**src/rtl/jse_pkg.sv**
```systemverilog
`timescale 1ns / 1ps
// ----------------------------------------------------------------------------
// jse_pkg: shared definitions for the json string escaper
// item modes, escape kinds, queue descriptor and byte sequence helpers
// ----------------------------------------------------------------------------
package jse_pkg;

    // depth of the descriptor queue between front and back
    localparam int unsigned QueueDepth = 2;

    // input item modes (tuser)
    localparam logic [1:0] MODE_OPEN  = 2'd0;
    localparam logic [1:0] MODE_BYTE  = 2'd1;
    localparam logic [1:0] MODE_CLOSE = 2'd2;

    // characters used by the escapes
    localparam logic [7:0] CH_QUOTE   = 8'h22;
    localparam logic [7:0] CH_BSLASH  = 8'h5C;
    localparam logic [7:0] CH_LF      = 8'h0A;
    localparam logic [7:0] CH_CR      = 8'h0D;
    localparam logic [7:0] CH_TAB     = 8'h09;
    localparam logic [7:0] CH_LT      = 8'h3C;
    localparam logic [7:0] CH_GT      = 8'h3E;
    localparam logic [7:0] CH_AMP     = 8'h26;
    localparam logic [7:0] CH_N       = 8'h6E;
    localparam logic [7:0] CH_R       = 8'h72;
    localparam logic [7:0] CH_T       = 8'h74;
    localparam logic [7:0] CH_U       = 8'h75;
    localparam logic [7:0] CH_ZERO    = 8'h30;
    localparam logic [7:0] CTRL_LIMIT = 8'h20;

    localparam logic [7:0] HEX_DIGITS [16] = '{
        8'h30, 8'h31, 8'h32, 8'h33, 8'h34, 8'h35, 8'h36, 8'h37,
        8'h38, 8'h39, 8'h61, 8'h62, 8'h63, 8'h64, 8'h65, 8'h66
    };

    // step counter through one escape sequence (up to six bytes)
    typedef logic [2:0] step_t;

    localparam step_t STEP_BSLASH = 3'd0;
    localparam step_t STEP_U      = 3'd1;
    localparam step_t STEP_ZERO_A = 3'd2;
    localparam step_t STEP_ZERO_B = 3'd3;
    localparam step_t STEP_HEX_HI = 3'd4;

    // how a classified item is written out
    typedef enum logic [1:0] {
        KIND_QUOTE,  // single double quote
        KIND_PLAIN,  // byte passes through
        KIND_PAIR,   // backslash then value
        KIND_UNI     // backslash u 0 0 hex hex of value
    } kind_t;

    typedef struct packed {
        kind_t      kind;
        logic [7:0] value;
    } desc_t;

    function automatic step_t seq_len(input kind_t kind);
        step_t len;
        unique case (kind)
            KIND_QUOTE: len = 3'd1;
            KIND_PLAIN: len = 3'd1;
            KIND_PAIR:  len = 3'd2;
            KIND_UNI:   len = 3'd6;
            default:    len = 3'd1;
        endcase
        return len;
    endfunction

endpackage

```
**src/rtl/jse_front.sv**
```systemverilog
`timescale 1ns / 1ps
// ----------------------------------------------------------------------------
// jse_front: input classifier
// takes input beats and turns each open, byte or close beat into an escape descriptor for the queue
// ----------------------------------------------------------------------------
module jse_front
(
    input  logic              s_axis_tvalid,
    output logic              s_axis_tready,
    input  logic [7:0]        s_axis_tdata,
    input  logic [1:0]        s_axis_tuser,
    input  logic              queue_full,
    output logic              push,
    output jse_pkg::desc_t    push_desc
);

    logic accept;

    assign s_axis_tready = !queue_full;
    assign accept        = s_axis_tvalid && s_axis_tready;

    always_comb
    begin
        push            = 1'b0;
        push_desc.kind  = jse_pkg::KIND_PLAIN;
        push_desc.value = s_axis_tdata;
        unique case (s_axis_tuser)
            jse_pkg::MODE_OPEN, jse_pkg::MODE_CLOSE:
            begin
                push           = accept;
                push_desc.kind = jse_pkg::KIND_QUOTE;
            end
            jse_pkg::MODE_BYTE:
            begin
                push = accept;
                if (s_axis_tdata == jse_pkg::CH_QUOTE || s_axis_tdata == jse_pkg::CH_BSLASH)
                begin
                    push_desc.kind = jse_pkg::KIND_PAIR;
                end
                else if (s_axis_tdata == jse_pkg::CH_LF)
                begin
                    push_desc.kind  = jse_pkg::KIND_PAIR;
                    push_desc.value = jse_pkg::CH_N;
                end
                else if (s_axis_tdata == jse_pkg::CH_CR)
                begin
                    push_desc.kind  = jse_pkg::KIND_PAIR;
                    push_desc.value = jse_pkg::CH_R;
                end
                else if (s_axis_tdata == jse_pkg::CH_TAB)
                begin
                    push_desc.kind  = jse_pkg::KIND_PAIR;
                    push_desc.value = jse_pkg::CH_T;
                end
                else if (s_axis_tdata < jse_pkg::CTRL_LIMIT || s_axis_tdata == jse_pkg::CH_LT ||
                         s_axis_tdata == jse_pkg::CH_GT || s_axis_tdata == jse_pkg::CH_AMP)
                begin
                    push_desc.kind = jse_pkg::KIND_UNI;
                end
            end
            // reserved mode: beat is taken and dropped
            default:
            begin
                push = 1'b0;
            end
        endcase
    end

endmodule

```
**src/rtl/jse_queue.sv**
```systemverilog
`timescale 1ns / 1ps
// ----------------------------------------------------------------------------
// jse_queue: descriptor queue
// short fifo of escape descriptors between classifier and byte sequencer
// ----------------------------------------------------------------------------
module jse_queue
#(
    parameter int unsigned Depth = jse_pkg::QueueDepth
)
(
    input  logic              clk,
    input  logic              rst_n,
    input  logic              push,
    input  jse_pkg::desc_t    push_desc,
    output logic              full,
    input  logic              pop,
    output logic              head_valid,
    output jse_pkg::desc_t    head_desc
);

    localparam int unsigned PtrWidth = (Depth > 1) ? $clog2(Depth) : 1;
    localparam int unsigned CntWidth = $clog2(Depth + 1);
    localparam logic [PtrWidth-1:0] PtrLast = PtrWidth'(Depth - 1);
    localparam logic [CntWidth-1:0] CntFull = CntWidth'(Depth);

    jse_pkg::desc_t      slot_reg [Depth];
    logic [PtrWidth-1:0] wr_ptr_reg, wr_ptr_next;
    logic [PtrWidth-1:0] rd_ptr_reg, rd_ptr_next;
    logic [CntWidth-1:0] count_reg, count_next;

    assign full       = (count_reg == CntFull);
    assign head_valid = (count_reg != '0);
    assign head_desc  = slot_reg[rd_ptr_reg];

    always_comb
    begin
        wr_ptr_next = wr_ptr_reg;
        rd_ptr_next = rd_ptr_reg;
        count_next  = count_reg;
        if (push)
        begin
            wr_ptr_next = (wr_ptr_reg == PtrLast) ? '0 : wr_ptr_reg + 1'b1;
        end
        if (pop)
        begin
            rd_ptr_next = (rd_ptr_reg == PtrLast) ? '0 : rd_ptr_reg + 1'b1;
        end
        if (push && !pop)
        begin
            count_next = count_reg + 1'b1;
        end
        else if (pop && !push)
        begin
            count_next = count_reg - 1'b1;
        end
    end

    always_ff @(posedge clk or negedge rst_n)
    begin
        if (!rst_n)
        begin
            wr_ptr_reg <= '0;
            rd_ptr_reg <= '0;
            count_reg  <= '0;
        end
        else
        begin
            wr_ptr_reg <= wr_ptr_next;
            rd_ptr_reg <= rd_ptr_next;
            count_reg  <= count_next;
        end
    end

    always_ff @(posedge clk)
    begin
        if (push)
        begin
            slot_reg[wr_ptr_reg] <= push_desc;
        end
    end

    // overflow and underflow would lose or invent bytes
    assert property (@(posedge clk) disable iff (!rst_n) !(push && full))
        else $error("queue push while full");
    assert property (@(posedge clk) disable iff (!rst_n) !(pop && !head_valid))
        else $error("queue pop while empty");
    assert property (@(posedge clk) disable iff (!rst_n) count_reg <= CntFull)
        else $error("queue count out of range");

endmodule

```
**src/rtl/jse_back.sv**
```systemverilog
`timescale 1ns / 1ps
// ----------------------------------------------------------------------------
// jse_back: byte sequencer
// walks the head descriptor one byte per beat into the output register
// ----------------------------------------------------------------------------
module jse_back
(
    input  logic              clk,
    input  logic              rst_n,
    input  logic              head_valid,
    input  jse_pkg::desc_t    head_desc,
    output logic              pop,
    output logic              m_axis_tvalid,
    input  logic              m_axis_tready,
    output logic [7:0]        m_axis_tdata,
    output logic              m_axis_tlast
);

    jse_pkg::step_t step_reg, step_next;
    jse_pkg::step_t len;
    logic           out_valid_reg, out_valid_next;
    logic [7:0]     out_data_reg;
    logic           out_last_reg;
    logic           load_en;
    logic           take;
    logic           is_last;
    logic [7:0]     cur_byte;

    assign load_en = !out_valid_reg || m_axis_tready;
    assign take    = load_en && head_valid;
    assign len     = jse_pkg::seq_len(head_desc.kind);
    assign is_last = (step_reg == len - 3'd1);
    assign pop     = take && is_last;

    always_comb
    begin
        unique case (head_desc.kind)
            jse_pkg::KIND_QUOTE: cur_byte = jse_pkg::CH_QUOTE;
            jse_pkg::KIND_PLAIN: cur_byte = head_desc.value;
            jse_pkg::KIND_PAIR:
                cur_byte = (step_reg == jse_pkg::STEP_BSLASH) ? jse_pkg::CH_BSLASH
                                                              : head_desc.value;
            jse_pkg::KIND_UNI:
            begin
                unique case (step_reg)
                    jse_pkg::STEP_BSLASH: cur_byte = jse_pkg::CH_BSLASH;
                    jse_pkg::STEP_U:      cur_byte = jse_pkg::CH_U;
                    jse_pkg::STEP_ZERO_A,
                    jse_pkg::STEP_ZERO_B: cur_byte = jse_pkg::CH_ZERO;
                    jse_pkg::STEP_HEX_HI: cur_byte = jse_pkg::HEX_DIGITS[head_desc.value[7:4]];
                    default:              cur_byte = jse_pkg::HEX_DIGITS[head_desc.value[3:0]];
                endcase
            end
            default: cur_byte = head_desc.value;
        endcase
    end

    always_comb
    begin
        step_next      = step_reg;
        out_valid_next = out_valid_reg;
        if (take)
        begin
            step_next      = is_last ? '0 : step_reg + 3'd1;
            out_valid_next = 1'b1;
        end
        else if (load_en)
        begin
            out_valid_next = 1'b0;
        end
    end

    always_ff @(posedge clk or negedge rst_n)
    begin
        if (!rst_n)
        begin
            step_reg      <= '0;
            out_valid_reg <= 1'b0;
        end
        else
        begin
            step_reg      <= step_next;
            out_valid_reg <= out_valid_next;
        end
    end

    always_ff @(posedge clk)
    begin
        if (take)
        begin
            out_data_reg <= cur_byte;
            out_last_reg <= is_last;
        end
    end

    assign m_axis_tvalid = out_valid_reg;
    assign m_axis_tdata  = out_data_reg;
    assign m_axis_tlast  = out_last_reg;

    // a started sequence keeps its descriptor at the queue head
    assert property (@(posedge clk) disable iff (!rst_n) step_reg != '0 |-> head_valid)
        else $error("escape sequence lost its descriptor");
    // the step never runs past the length of the current sequence
    assert property (@(posedge clk) disable iff (!rst_n) head_valid |-> step_reg < len)
        else $error("step past end of sequence");
    // a descriptor leaves the queue only with the beat that ends its sequence
    assert property (@(posedge clk) disable iff (!rst_n) pop |=> m_axis_tvalid && m_axis_tlast)
        else $error("pop without a last beat");

endmodule

```
**src/rtl/json_string_escaper_core.sv**
```systemverilog
`timescale 1ns / 1ps
// ----------------------------------------------------------------------------
// json_string_escaper_core: html-safe json string escaper
// turns open, byte and close items into the bytes of a quoted json string
// ----------------------------------------------------------------------------
//
// channel   dir  tdata                 tuser / tlast
// s_axis    in   [7:0] data_byte       tuser[1:0] mode (0 open, 1 byte, 2 close)
// m_axis    out  [7:0] out_byte        tlast = final byte of one input beat
//
// one output byte per cycle from the sequencer while m_axis is ready; an input
// beat that yields one byte (quote or plain byte) flows at one beat per cycle then
// a beat that yields n bytes (2 for short escapes, 6 for \u00xx) holds the
// sequencer until its last byte is loaded; the descriptor queue then fills and stalls s_axis
// a beat with mode 3 is taken and yields nothing
// reset clears queue pointers, step counter and output valid; no clear pass
// m_axis stalls hold the output register and back up through the queue only
//
module json_string_escaper_core
#(
    parameter int unsigned QueueDepth = jse_pkg::QueueDepth
)
(
    input  logic        clk,
    input  logic        rst_n,
    // input beats
    input  logic        s_axis_tvalid,
    output logic        s_axis_tready,
    input  logic [7:0]  s_axis_tdata,   // [7:0] data_byte
    input  logic [1:0]  s_axis_tuser,   // [1:0] mode
    // output beats
    output logic        m_axis_tvalid,
    input  logic        m_axis_tready,
    output logic [7:0]  m_axis_tdata,   // [7:0] out_byte
    output logic        m_axis_tlast
);

    // front to queue
    logic           push;
    jse_pkg::desc_t push_desc;
    logic           queue_full;

    // queue to back
    logic           pop;
    logic           head_valid;
    jse_pkg::desc_t head_desc;

    // classifier: decides quote, plain, short escape or unicode escape
    jse_front u_front
    (
        .s_axis_tvalid (s_axis_tvalid),
        .s_axis_tready (s_axis_tready),
        .s_axis_tdata  (s_axis_tdata),
        .s_axis_tuser  (s_axis_tuser),
        .queue_full    (queue_full),
        .push          (push),
        .push_desc     (push_desc)
    );

    // decouples classification from the multi-cycle byte output
    jse_queue
    #(
        .Depth (QueueDepth)
    )
    u_queue
    (
        .clk        (clk),
        .rst_n      (rst_n),
        .push       (push),
        .push_desc  (push_desc),
        .full       (queue_full),
        .pop        (pop),
        .head_valid (head_valid),
        .head_desc  (head_desc)
    );

    // sequencer with registered output
    jse_back u_back
    (
        .clk           (clk),
        .rst_n         (rst_n),
        .head_valid    (head_valid),
        .head_desc     (head_desc),
        .pop           (pop),
        .m_axis_tvalid (m_axis_tvalid),
        .m_axis_tready (m_axis_tready),
        .m_axis_tdata  (m_axis_tdata),
        .m_axis_tlast  (m_axis_tlast)
    );

endmodule

```
**config.mk**
```make
export PLATFORM = sky130hd
export DESIGN_NAME = json_string_escaper_core
export DESIGN_NICKNAME = d
export VERILOG_FILES = /design/src/rtl/jse_pkg.sv /design/src/rtl/jse_front.sv /design/src/rtl/jse_queue.sv /design/src/rtl/jse_back.sv /design/src/rtl/json_string_escaper_core.sv
export SDC_FILE = /design/constraint.sdc
export NUM_CORES = 1
export LEC_CHECK = 0
export ABC_AREA = 1
export BUFFER_PORTS_ARGS = -buffer_cell sky130_fd_sc_hd__buf_2
export CORE_ASPECT_RATIO = 1.75
export CORE_MARGIN = 4
export CORE_UTILIZATION = 50
export CTS_CLUSTER_SIZE = 14
export DETAILED_ROUTE_END_ITERATION = 7
export PLACE_DENSITY_LB_ADDON = 0.15
export SLEW_MARGIN = 20
export SYNTH_ARGS = -nofsm -noshare
export SYNTH_HDL_FRONTEND = slang
export SYNTH_SLANG_ARGS = --single-unit
```
**constraint.sdc**
```tcl
create_clock -name clk -period 4.3 [get_ports clk]
set_input_delay 0.43 -clock clk [delete_from_list [all_inputs] [get_ports clk]]
set_output_delay 0.43 -clock clk [all_outputs]
set_load 0.005 [all_outputs]
```
* Yosys cells after proc, flatten, opt, wreduce, memory -nomap -nowiden
Memories as Yosys holds them, arrays and structs flattened.
Cells that the tools add are included.
** Word-level totals
- Memories kept :: 3
- Bits in writable memories :: 20
- Input bits :: 14
- ROM bits :: 256
- Output and inout bits :: 11
- Bits in latches :: 0
- Logic and storage cells :: 91
- Bits in registers :: 17
** Operators by class
- Bitwise operators :: 2
- Multipliers :: 0
- Shift operators :: 0
- Equal/unequal tests :: 19
- Add/sub/neg operators :: 6
- Reductions and logical operators :: 24
- Magnitude comparators :: 3
- Div/mod/pow operators :: 0
- Mux-type cells :: 27
** Memory list
- (name not given) :: depth 16, bits a word 8, read ports 1, clocked after memory_dff 0, write ports 0, RTL line jse_back.sv:50 : jse_pkg::STEP_HEX_HI: cur_byte = jse_pkg::HEX_DIGITS[head_desc.value[7:4]];
- (name not given) :: depth 16, bits a word 8, read ports 1, clocked after memory_dff 0, write ports 0, RTL line jse_back.sv:51 : default: cur_byte = jse_pkg::HEX_DIGITS[head_desc.value[3:0]];
- u_queue.slot_reg :: depth 2, bits a word 10, read ports 1, clocked after memory_dff 0, write ports 1, RTL line jse_queue.sv:26 : jse_pkg::desc_t slot_reg [Depth];
** Operators with widths (number)
- 2-to-1 mux 8 bit :: 8
- one-hot mux 8 bit (4 select lines) :: 2
- equality test 8 x 6 -> 1 bit, second input constant :: 4
- equality test 8 x 4 -> 1 bit, second input constant :: 3
- 2-to-1 mux 10 bit :: 2
- greater-or-equal comparator 5 bit, second input constant :: 2
- 2-to-1 mux 2 bit :: 5
- inverter 4 -> 5 bit :: 2
- one-hot mux 3 bit (3 select lines) :: 1
- equality test 2 bit, second input constant :: 4
- equality test 8 x 7 -> 1 bit, second input constant :: 1
- < comparator 8 x 6 -> 1 bit, second input constant :: 1
- 2-to-1 mux 1 bit :: 7
- equality test 3 x 2 -> 1 bit, second input constant :: 2
- nonzero test 2 bit :: 3
- OR reduction 2 bit :: 3
- logical AND 1 bit :: 5
- logical OR 1 bit :: 5
- equality test 2 x 1 -> 1 bit, second input constant :: 2
- zero test 1 bit :: 4
- zero test 2 bit :: 2
- one-hot mux 2 bit (2 select lines) :: 1
- adder 3 x 1 -> 3 bit, second input constant :: 1
- equality test 3 x 1 -> 1 bit, second input constant :: 1
- 9 further kinds :: 10

* Logic depth before layout (Yosys ltp)
Gate-level depths: netlist of the first run.
- Depth in word-level cells :: 10
- Mapped depth :: 13
- Depth with buffers taken out :: 12

* Modules after synthesis
From an unflattened synthesis of the first run, not the netlist that was laid out.
** Second synthesis, totals
- Cell total of the unflattened synthesis :: 275
- Area total of the unflattened synthesis :: 2338.5 um^2
** By module, submodules not included
- jse_back :: times used 1, area each 1032.2 um^2, cells an instance 145
- jse_queue :: times used 1, area each 964.7 um^2, cells an instance 56
- jse_front :: times used 1, area each 341.6 um^2, cells an instance 74

* Worst setup path after synthesis of the first run
No wires, ideal clock.
- Path kind :: register to register
- Start point :: register u_queue.rd_ptr_reg
- End point :: register u_queue.count_reg[1]
- Cell stages (with the launch flop) :: 14
- Buffers on the path :: 1
- Slack :: 2.500 ns
- Required time :: 4.169 ns
- Clock period less this slack :: 1.800 ns
- Library setup time :: 0.131 ns
- Data arrival time :: 1.669 ns
- Cell sequence :: dfrtp_1 -> buf_6 -> inv_6 -> nand2_2 -> nand2_4 -> nand2_4 -> inv_4 -> nand2_2 -> nand2_2 -> nand3_2 -> ha_1 -> a21oi_1 -> o21ai_0 -> xor2_1
** Between the ends
- Longest elaborated chain between the ends :: 10
- Elaborated cells on any way between the ends :: 15
** Ends and longest elaborated chain
- from (decl) :: RTL line jse_queue.sv:28 : logic [PtrWidth-1:0] rd_ptr_reg, rd_ptr_next;
- from (signal assigned) :: RTL line jse_queue.sv:69 : rd_ptr_reg <= rd_ptr_next;
- memory read (2 x 10 bit) *
- equality test 2 x 1 -> 1 bit / zero test 2 bit (equally long branches) :: RTL line jse_pkg.sv:61 : unique case (kind)
- OR reduction 2 bit (no source line)
- one-hot mux 3 bit (3 select lines) * :: RTL line jse_pkg.sv:61
- subtractor 3 x 1 -> 3 bit * :: RTL line jse_back.sv:32 : assign is_last = (step_reg == len - 3'd1);
- equality test 3 bit * :: RTL line jse_back.sv:32
- logical AND 1 bit * :: RTL line jse_back.sv:33 : assign pop = take && is_last;
- zero test 1 bit :: RTL line jse_queue.sv:48 : if (push && !pop)
- logical AND 1 bit :: RTL line jse_queue.sv:48
- 2-to-1 mux 2 bit / nonzero test 2 bit (equally long branches)
- to (signal assigned) :: RTL line jse_queue.sv:70 : count_reg <= count_next;
- to (decl) :: RTL line jse_queue.sv:29 : logic [CntWidth-1:0] count_reg, count_next;
Every way passes the cells marked *; elsewhere a longest branch is shown, timed or not.
A chain may end at the register's enable or synchronous reset.

* Worst setup path after layout of the first run
Ends and elaborated chain as after synthesis.

==> flow_summary.json, run 1 <==
{
  "synth_area_per_cell_um2": 7.96,
  "fp-row-count": 32,
  "fp.dieW_um": 60.0,
  "first_global_vias": 1894,
  "drtIter0Drc": 35,
  "slew_headroom": 0.431,
  "clk_latency_ns": 0.28,
  "root_buffer": "clkbuf_8",
  "cts_tree": "done",
  "p_comb_frac": 0.472,
  "dp.cells": 368,
  "crit_required_ns": 4.47,
  "grt_max_degree": 17,
  "period_share": 0.509,
  "drive_above_1_share": 0.175,
  "ys_seq_area_frac": 0.453,
  "die_area_um2": 5930,
  "diodes": 0,
  "sequentialPowerShare": 0.361,
  "endpoint_kind": "flip-flop",
  "cts_buffer_depth": 2,
  "drt-vias-per-instance": 5.04,
  "dp_hpwl_um": 3790,
  "min_period_ns": 2.19,
  "post_cts.repair.setup_buffers": 0,
  "hold_viol_final": 0,
  "numCtsBuffers": 5,
  "cellInternalPower_mw": 0.989,
  "final_cell_mix": "nand2_1 (89), inv_1 (44), nor2_1 (32), edfxtp_1 (29), nand3_1 (25)",
  "hold_path_class": "input pin to flip-flop",
  "rsz0062_at_grt": "false",
  "crit_type": "flip-flop to flip-flop",
  "maxSlewViolCount": 0,
  "fin_skew_ns": 0.00719,
  "fin_util": 0.585,
  "report.final.setup_viol": 0,
  "nNetsFinal": 347,
  "p_sw_frac": 0.423,
  "stdcell_count": 377,
  "maxClockFrequency_mhz": 457,
  "wire_per_inst_um": 12.0,
  "drtAntennaViolNets": 0,
  "status": "complete, no violations",
  "ys_warn_count": 0,
  "drc": 0,
  "grt.overflow.total": 0,
  "timing.hold.ws_ns": 0.339,
  "fp.coreArea_um2": 4480,
  "route.vias.total": 1899,
  "place_congestion": 0.879,
  "grt_pass1_wl_um": 7750,
  "numPortBuffers": 24,
  "setup_ws_ns": 2.11,
  "clk_pin_slew_worst_paths_ns": 0.08,
  "largest_register_ffs": 20,
  "syn2layout_area_growth_pct": 11.0,
  "synthCells": 297,
  "tightest_slew_ns": 0.850,
  "antenna_found_initial": 0,
  "htreeDepth": 2,
  "syn_area_um2": 2360,
  "synth_seq_cells": 37,
  "ir_drop_mv": 0.338,
  "grtUsageTotal": 0.172,
  "yosysUniqueCellTypes": 30,
  "clkSinkCount": 37,
  "fin_tns_setup_ns": 0,
  "drv_cap": 0,
  "p_leak_nw": 1.28,
  "worstPathMaxFanout": 16,
  "arrival_ns": 2.35,
  "start_util": 0.527,
  "powerDensity_nw_per_um2": 653,
  "route.final.wire_length_um": 4530,
  "power_switching_mw": 0.724,
  "chipHeight_um": 99.0,
  "final_common_cell": "nand2_1",
  "p_clk_frac": 0.167,
  "drtPass1Iterations": 4,
  "io_pins": 25,
  "synth_nets": 319,
  "cp-start-kind": "flip-flop",
  "pre_cts_slack_ns": 2.08
}
metrics by stage:
stage	total power, mW	cell area (um2)
after floorplan	1.27	2360
after global placement	1.42	2500
after detailed placement	1.44	2500
after CTS	1.73	2620
after global routing	1.88	2620
final	1.71	2620
power groups by stage:
stage | Sequential, mW | Combinational [mW] | Clock [mW]
2_1_floorplan | 0.604 | 0.664 | 0
3_5_place_dp | 0.630 | 0.813 | 0
4_1_cts | 0.623 | 0.817 | 0.290
6_report | 0.618 | 0.809 | 0.286
5_1_grt | 0.638 | 0.934 | 0.307
3_3_place_gp | 0.625 | 0.798 | 0
final timing paths:
| check | start | to | slack, ns | depth (start not counted) |
|---|---|---|---|---|
| max | u_queue.rd_ptr_reg | u_queue.count_reg[1] | 2.11 | 11 |
| max reg2reg | u_queue.rd_ptr_reg | u_queue.count_reg[1] | 2.11 | 11 |
| min reg2reg | u_queue.count_reg[0] | u_queue.count_reg[0] | 0.51 | 1 |
| max in group asynchronous | rst_n | u_queue.wr_ptr_reg | 3.62 | 2 |
| min in group asynchronous | rst_n | u_back.step_reg[1] | 0.51 | 2 |
| min | m_axis_tready | u_back.m_axis_tvalid | 0.34 | 2 |
layout make-up:
cell class	count	area, um2
fill	432	1860
sequential	37	1070
multi-input combinational	209	1060
inverter	47	184
timing repair buffer	25	130
clock buffer	8	111
tap	51	63.8
cells in the mapped netlist (all sizes together):
master  count  share of area
nand2     103           0.19
inv        47          0.078
nor2       38          0.069
edfxtp     29           0.37
nand3      26          0.057
o21ai      14          0.031
dfrtp       8          0.085
ha          8          0.042
a21oi       5          0.015
nor3        5          0.011
nand4       4          0.011
buf         3          0.018
xor2        2         0.0074
a31oi       1         0.0026
clkbuf      1         0.0016
o21bai      1         0.0032
o31ai       1         0.0032
xnor2       1         0.0037
logic make-up (layout without fill, tap and decap cells):
kind of cell	count (synthesis)	in the layout	share of synthesized area
adder cells (fa/ha/maj)	8	8	0.0424
XOR/XNOR	3	3	0.0111
AO/OA/AOI/OAI	22	22	0.0556
buffers and inverters	51	80	0.0974
flip-flops	37	37	0.453
AND/OR/NAND/NOR	176	176	0.340
critical path, cell delays in order (launching register included):
cell and delay [ns]:
dfrtp_1 0.69, nand2_1 0.18, nand2_4 0.13, nand2_4 0.07
inv_4 0.08, nand2_2 0.05, nand2_2 0.08, nand3_2 0.08
ha_1 0.33, a21oi_1 0.11, o21ai_0 0.11, xor2_1 0.15
metal layers:
| layer | global-route usage | up-vias | share of wire |
|---|---|---|---|
| met5 | 0 | - | 0 |
| met4 | 0.130 | 0 | 0.072 |
| met3 | 0.0249 | 22 | 0.030 |
| met2 | 0.314 | 44 | 0.56 |
| met1 | 0.161 | 837 | 0.34 |
| li1 | - | 996 | - |
timing repair:
| action | in CTS | in global routing |
|---|---|---|
| hold buffers | 1 | 0 |
| hold endpoints to repair | 8 | 0 |
| resized for setup | 0 | 0 |
Note: power is estimated with default switching activity, not from simulation.
==> run 2, diff against run 1 <==
clock period = 1.84 ns   (was 4.3 ns; I/O delays follow)
==> run 2 against run 1 <==
Effect of this change:
- wire length grew 8.1%
- clock skew decreased by 0.0022 ns
- total power grew to 2.6 times the previous value
- highest routed layer unchanged
- largest power group unchanged
- via count grew 5.8%
- final cell count increased by 3.7%
- design area increased by 6.7%
- utilization rose by 3.9 points
- sequential power grew 130%
- worst setup slack got worse by 2.0 ns
- fmax up 25%
- combinational power grew to 2.9 times the previous value
==> flow_summary.json, run 2 (synthesized netlist as in run 1, its figures left out) <==
{
  "largest_register_ffs": 20,
  "slew_headroom": 0.775,
  "r2r_cells": 11,
  "drc": 0,
  "cts_buffer_depth": 2,
  "arrival_ns": 1.79,
  "maxClockFrequency_mhz": 571,
  "cpPeakStageDelay_ns": 0.46,
  "clkSinkCount": 37,
  "fillCellCount": 383,
  "min_to": "u_back.m_axis_tvalid",
  "clk_pin_slew_worst_paths_ns": 0.08,
  "reg2reg_to": "u_back.m_axis_tdata[1]",
  "cp_slowest_cell": "dfrtp_2",
  "finish.instance_area_um2": 2800,
  "place_congestion": 0.916,
  "clk_latency_ns": 0.29,
  "syn2layout_area_growth_pct": 18.4,
  "p_leak_nw": 1.36,
  "min_period_ns": 1.75,
  "timing.hold.ws_ns": 0.0782,
  "drv_cap": 0,
  "root_buffer": "clkbuf_8",
  "r2r_slack_ns": 0.09,
  "drive_above_1_share": 0.241,
  "fp.dieW_um": 60.0,
  "final_common_cell": "nand2_1",
  "hold_depth": 2,
  "fin_util": 0.624,
  "numCtsBuffers": 5,
  "grt_pass1_wl_um": 8050,
  "grt_max_degree": 15,
  "tightest_slew_ns": 0.336,
  "die_area_um2": 5930,
  "endpoint_kind": "flip-flop",
  "numPortBuffers": 24,
  "grt.overflow.total": 0,
  "wire_per_inst_um": 12.5,
  "crit_required_ns": 1.88,
  "nNetsFinal": 361,
  "period_share": 0.951,
  "route.vias.total": 2009,
  "route.final.wire_length_um": 4890,
  "cts_tree": "done",
  "fin_skew_ns": 0.00497,
  "drtIter0Drc": 35,
  "report.final.setup_viol": 0,
  "worstPathBufferInverterCount": 3,
  "crit_chain": "clkinv_4, buf_12, nand2_1, nand2_2, inv_2, ha_4, nand2_1, nand3_1, nand3_2, nand3_2, nand2_1",
  "drtAntennaViolNets": 0,
  "status": "complete, no violations",
  "powerDensity_nw_per_um2": 1580,
  "crit_type": "flip-flop to flip-flop",
  "maxSlewViolCount": 0,
  "hold_path_class": "input pin to flip-flop",
  "placed_area_um2": 2600,
  "cp_top_family": "simple AND/OR/NAND/NOR gates",
  "drt-vias-per-instance": 5.14,
  "fp-row-count": 32,
  "setup_ws_ns": 0.0897,
  "chipHeight_um": 99.0,
  "start_util": 0.527,
  "fin_tns_setup_ns": 0,
  "worstPathMaxFanout": 9,
  "grtUsageTotal": 0.180,
  "first_global_vias": 1941,
  "ir_drop_mv": 0.895,
  "cp-start-kind": "flip-flop",
  "diodes": 0,
  "fp.coreArea_um2": 4480,
  "drtPass1Iterations": 4,
  "final_cell_mix": "nand2_1 (88), inv_1 (42), nor2_1 (32), edfxtp_1 (29), buf_2 (24)",
  "io_pins": 25,
  "r2r_start": "u_queue.rd_ptr_reg",
  "antenna_found_initial": 0,
  "pre_cts_slack_ns": -0.00563,
  "min_from": "m_axis_tready",
  "cp_common_cell": "nand2_1",
  "dp_hpwl_um": 3910,
  "htreeDepth": 2,
  "hold_viol_final": 0
}
run 2: cell types whose count changed in the layout (fill, tap and decap cells not counted), sizes merged:
cell      delta
buf         +14
clkbuf       -3
clkinv       +2
bufinv       +1
clkinvlp     +1
inv          -1
run 2: routing by layer:
layer | track usage | share of wire | up-vias
li1 | - | - | 1030
met2 | 0.318 | 0.54 | 61
met4 | 0.145 | 0.069 | 0
met5 | 0 | 0 | -
met1 | 0.168 | 0.35 | 892
met3 | 0.0328 | 0.040 | 26
run 2: worst reg2reg max path, delay by kind of cell (launching register included):
kind,cells,cell delay [ns]
adders and majority gates,1,0.26
DFF,1,0.46
and+or+nand+nor,7,0.52
buffers and inverters,3,0.26
run 2: how the worst max path moves through the flow:
stage,end,slack (ns),from,cells after the start
6_report,u_back.m_axis_tdata[1],0.09,u_queue.rd_ptr_reg,11
5_1_grt,u_back.m_axis_tdata[1],-0.004,u_queue.rd_ptr_reg,11
4_1_cts,u_queue.count_reg[1],0.02,u_queue.rd_ptr_reg,12
3_5_place_dp,u_queue.count_reg[1],-0.006,u_queue.rd_ptr_reg,11
3_3_place_gp,u_back.m_axis_tdata[0],0.04,u_queue.rd_ptr_reg,11
2_1_floorplan,u_queue.count_reg[1],0.04,u_queue.rd_ptr_reg,13
run 2: layout make-up:
cell class | instances | area, um2 | area share
multi-input combinational | 209 | 1120 | 0.399
tap | 51 | 63.8 | 0.0228
clock inverter | 3 | 41.3 | 0.0148
clock buffer | 5 | 68.8 | 0.0246
timing repair buffer | 39 | 251 | 0.0899
sequential | 37 | 1070 | 0.384
inverter | 47 | 184 | 0.0657
run 2: per-stage QoR:
step                total power [mW]  instances
floorplan                       2.96        297
global placement                3.53        380
detailed placement              3.59        380
CTS                             4.29        389
global route                    4.80        391
finish                          4.42        391
run 2: what timing repair did:
| item | in CTS | in global routing |
|---|---|---|
| hold buffers | 1 | 0 |
| setup endpoints to repair | 3 | 3 |
| resized for setup | 1 | 13 |
| hold endpoints to repair | 8 | 0 |
| pin swaps | 0 | 4 |
| buffers inserted | 0 | 2 |
run 2: where the power goes:
group	switching [mW]	total [mW]	internal, mW
Sequential	0.144	1.42	1.27
Clock	0.299	0.698	0.399
Combinational	1.40	2.31	0.910
Total	1.84	4.42	2.58
==> run 3, diff against run 2 <==
ABC_AREA = 0   (was 1)
==> run 3 against run 2 <==
Effect of this change:
- the flow now finishes with violations (negative setup slack)
- design area rose by 7.5%
- sequential share of layout area shrank 2.7 points
- fmax decreased by 11%
- combinational power rose by 21%
- total power is 11% higher
- clock power rose by 1%
- worst setup slack got worse by 0.23 ns
- final cell count shrank 16%
- utilization is 9.4 points higher
- die area fell by 6.6%
==> flow_summary.json, run 3 <==
{
  "status": "finished, violations left",
  "violations": "negative setup slack",
  "min_period_ns": 1.98,
  "endpoint_kind": "flip-flop",
  "cp-start-kind": "flip-flop",
  "maxClockFrequency_mhz": 506,
  "fp.dieW_um": 58.0,
  "r2r_cells": 7,
  "first_global_vias": 1955,
  "crit_required_ns": 1.88,
  "synth_area_leader_cell": "edfxtp_1",
  "powerDensity_nw_per_um2": 1630,
  "wire_per_inst_um": 16.5,
  "p_leak_nw": 1.23,
  "maxSlewViolCount": 0,
  "place_congestion": 0.834,
  "arrival_ns": 2.01,
  "antenna_found_initial": 0,
  "setup_ws_ns": -0.137,
  "reg2reg_to": "u_back.m_axis_tdata[0]",
  "hold_depth": 1,
  "synth_nets": 233,
  "yosys-top-cells-count": "edfxtp_1 (29), nand2_1 (18), nor2_1 (18), o21ai_0 (13), inv_1 (12)",
  "fillCellCount": 296,
  "grt_pass1_wl_um": 8670,
  "r2r_slack_ns": -0.14,
  "root_buffer": "clkbuf_8",
  "hold_viol_final": 0,
  "clk_pin_slew_worst_paths_ns": 0.08,
  "numCtsBuffers": 5,
  "synth_edf_count": 29,
  "synthFlopType": "edfxtp_1",
  "tightest_slew_ns": 0.438,
  "ys_seq_area_frac": 0.489,
  "synth_area_per_cell_um2": 10.4,
  "fin_skew_ns": 0.00693,
  "cts_buffer_depth": 2,
  "seq_area_um2": 1070,
  "synthTopCellsByArea": "edfxtp_1 (40%), dfrtp_1 (9.1%), ha_1 (4.6%)",
  "drtAntennaViolNets": 0,
  "grt_max_degree": 14,
  "syn_area_um2": 2190,
  "grtUsageTotal": 0.208,
  "ir_drop_mv": 1.07,
  "numPortBuffers": 24,
  "syn2layout_area_growth_pct": 37.5,
  "start_util": 0.522,
  "nNetsFinal": 302,
  "fp-row-count": 31,
  "diodes": 0,
  "ys_warn_count": 0,
  "drtPass1Iterations": 4,
  "pre_cts_slack_ns": -0.186,
  "drt-vias-per-instance": 5.81,
  "fin_util": 0.718,
  "chipHeight_um": 95.5,
  "htreeDepth": 2,
  "rsz0062_at_grt": "true",
  "route.final.wire_length_um": 5450,
  "drv_cap": 0,
  "slew_headroom": 0.708,
  "worstPathMaxFanout": 6,
  "io_pins": 25,
  "period_share": 1.07,
  "synth_seq_cells": 37,
  "r2r_start": "u_queue.rd_ptr_reg",
  "drc": 0,
  "final_common_cell": "buf_4",
  "final_cell_mix": "buf_4 (37), edfxtp_1 (29), buf_2 (24), nand2_1 (18), nor2_1 (16)",
  "min_from": "s_axis_tdata[7]",
  "synth_top_area_frac": 0.398,
  "report.final.setup_viol": 7,
  "synthCells": 211,
  "crit_type": "flip-flop to flip-flop",
  "route.vias.total": 1916,
  "min_to": "u_queue.slot_reg[1][7]",
  "yosysUniqueCellTypes": 51,
  "die_area_um2": 5540,
  "dp_hpwl_um": 3650,
  "hold_path_class": "input pin to flip-flop",
  "postSynth.asyncResetShare": 0.216,
  "drtIter0Drc": 55,
  "drive_above_1_share": 0.388,
  "clkSinkCount": 37,
  "grt.overflow.total": 0,
  "power_mw": 4.91,
  "clk_latency_ns": 0.29,
  "cts_tree": "done",
  "largest_register_ffs": 20,
  "fp.coreArea_um2": 4190,
  "synth_most_common_cell": "edfxtp_1",
  "multi_input_area_um2": 1200
}
## run 3: routing by layer
layer  up-vias  part of all wire  wire, um  global-route usage
li1        914                 -         -                   -
met2        66              0.55      3000               0.403
met4         0             0.042       229               0.116
met3        18             0.045       245              0.0352
met5         -                 0         0                   0
met1       918              0.36      1980               0.198
## run 3: how the worst max path moves through the flow
stage	start	endpoint	slack (ns)	depth (start not counted)
floorplan	u_queue.slot_reg[0][8]	u_queue.count_reg[1]	-0.20	8
global placement	u_queue.rd_ptr_reg	u_queue.count_reg[1]	-0.12	9
detailed placement	u_queue.rd_ptr_reg	u_queue.count_reg[1]	-0.19	9
CTS	u_queue.rd_ptr_reg	u_queue.count_reg[1]	-0.17	8
global route	u_queue.rd_ptr_reg	u_queue.count_reg[1]	-0.23	8
finish	u_queue.rd_ptr_reg	u_back.m_axis_tdata[0]	-0.14	7
## run 3: worst max-delay path, stage by stage (launching register included)
cell      delay (ns)
dfrtp_2         0.42
buf_12          0.15
mux2i_4         0.28
ha_4            0.24
o211ai_1        0.18
o21ai_1         0.10
a31oi_1         0.22
o221ai_1        0.14
## run 3: cell families after synthesis
family	count (synthesis)	share of synthesized area
AND/OR/NAND/NOR	79	0.189
AO/OA/AOI/OAI	46	0.143
flip-flops	37	0.489
buffers and inverters	21	0.0412
multiplexers	12	0.0566
XOR/XNOR	8	0.0355
adder cells (fa/ha/maj)	8	0.0457
## run 3: metrics by stage
step           std cells  cell area (um2)  TNS, ns  hold WS, ns
2_1_floorplan        211             2240   -0.373       -0.112
3_3_place_gp         310             2640   -0.228       0.0411
3_5_place_dp         310             2640   -0.595       0.0449
4_1_cts              329             2940   -0.740        0.129
5_1_grt              330             3010    -1.32        0.140
6_report             330             3010   -0.639        0.143
## run 3: power breakdown
part,switching (mW),leakage (nW),internal (mW),total [mW]
Combinational,1.33,0.806,1.46,2.79
Sequential,0.153,0.367,1.26,1.41
Clock,0.309,0.0518,0.399,0.708
Total,1.80,1.23,3.12,4.91
## run 3: timing repair
item                       in CTS  in global routing
setup endpoints to repair      11                 13
pin swaps                      14                 11
resized for setup              21                 18
hold buffers                    1                  0
setup buffers                   9                  2
cloned                          1                  0
hold endpoints to repair        8                  0
## run 3: cell type report
| type | count | share of cell area |
|---|---|---|
| clock buffers | 5 | 0.0229 |
| clock inverters | 3 | 0.0137 |
| inverters | 12 | 0.0158 |
| multi-input cells | 153 | 0.398 |
| flip-flops and latches | 37 | 0.356 |
| well taps | 49 | 0.0204 |
| repair buffers | 71 | 0.173 |
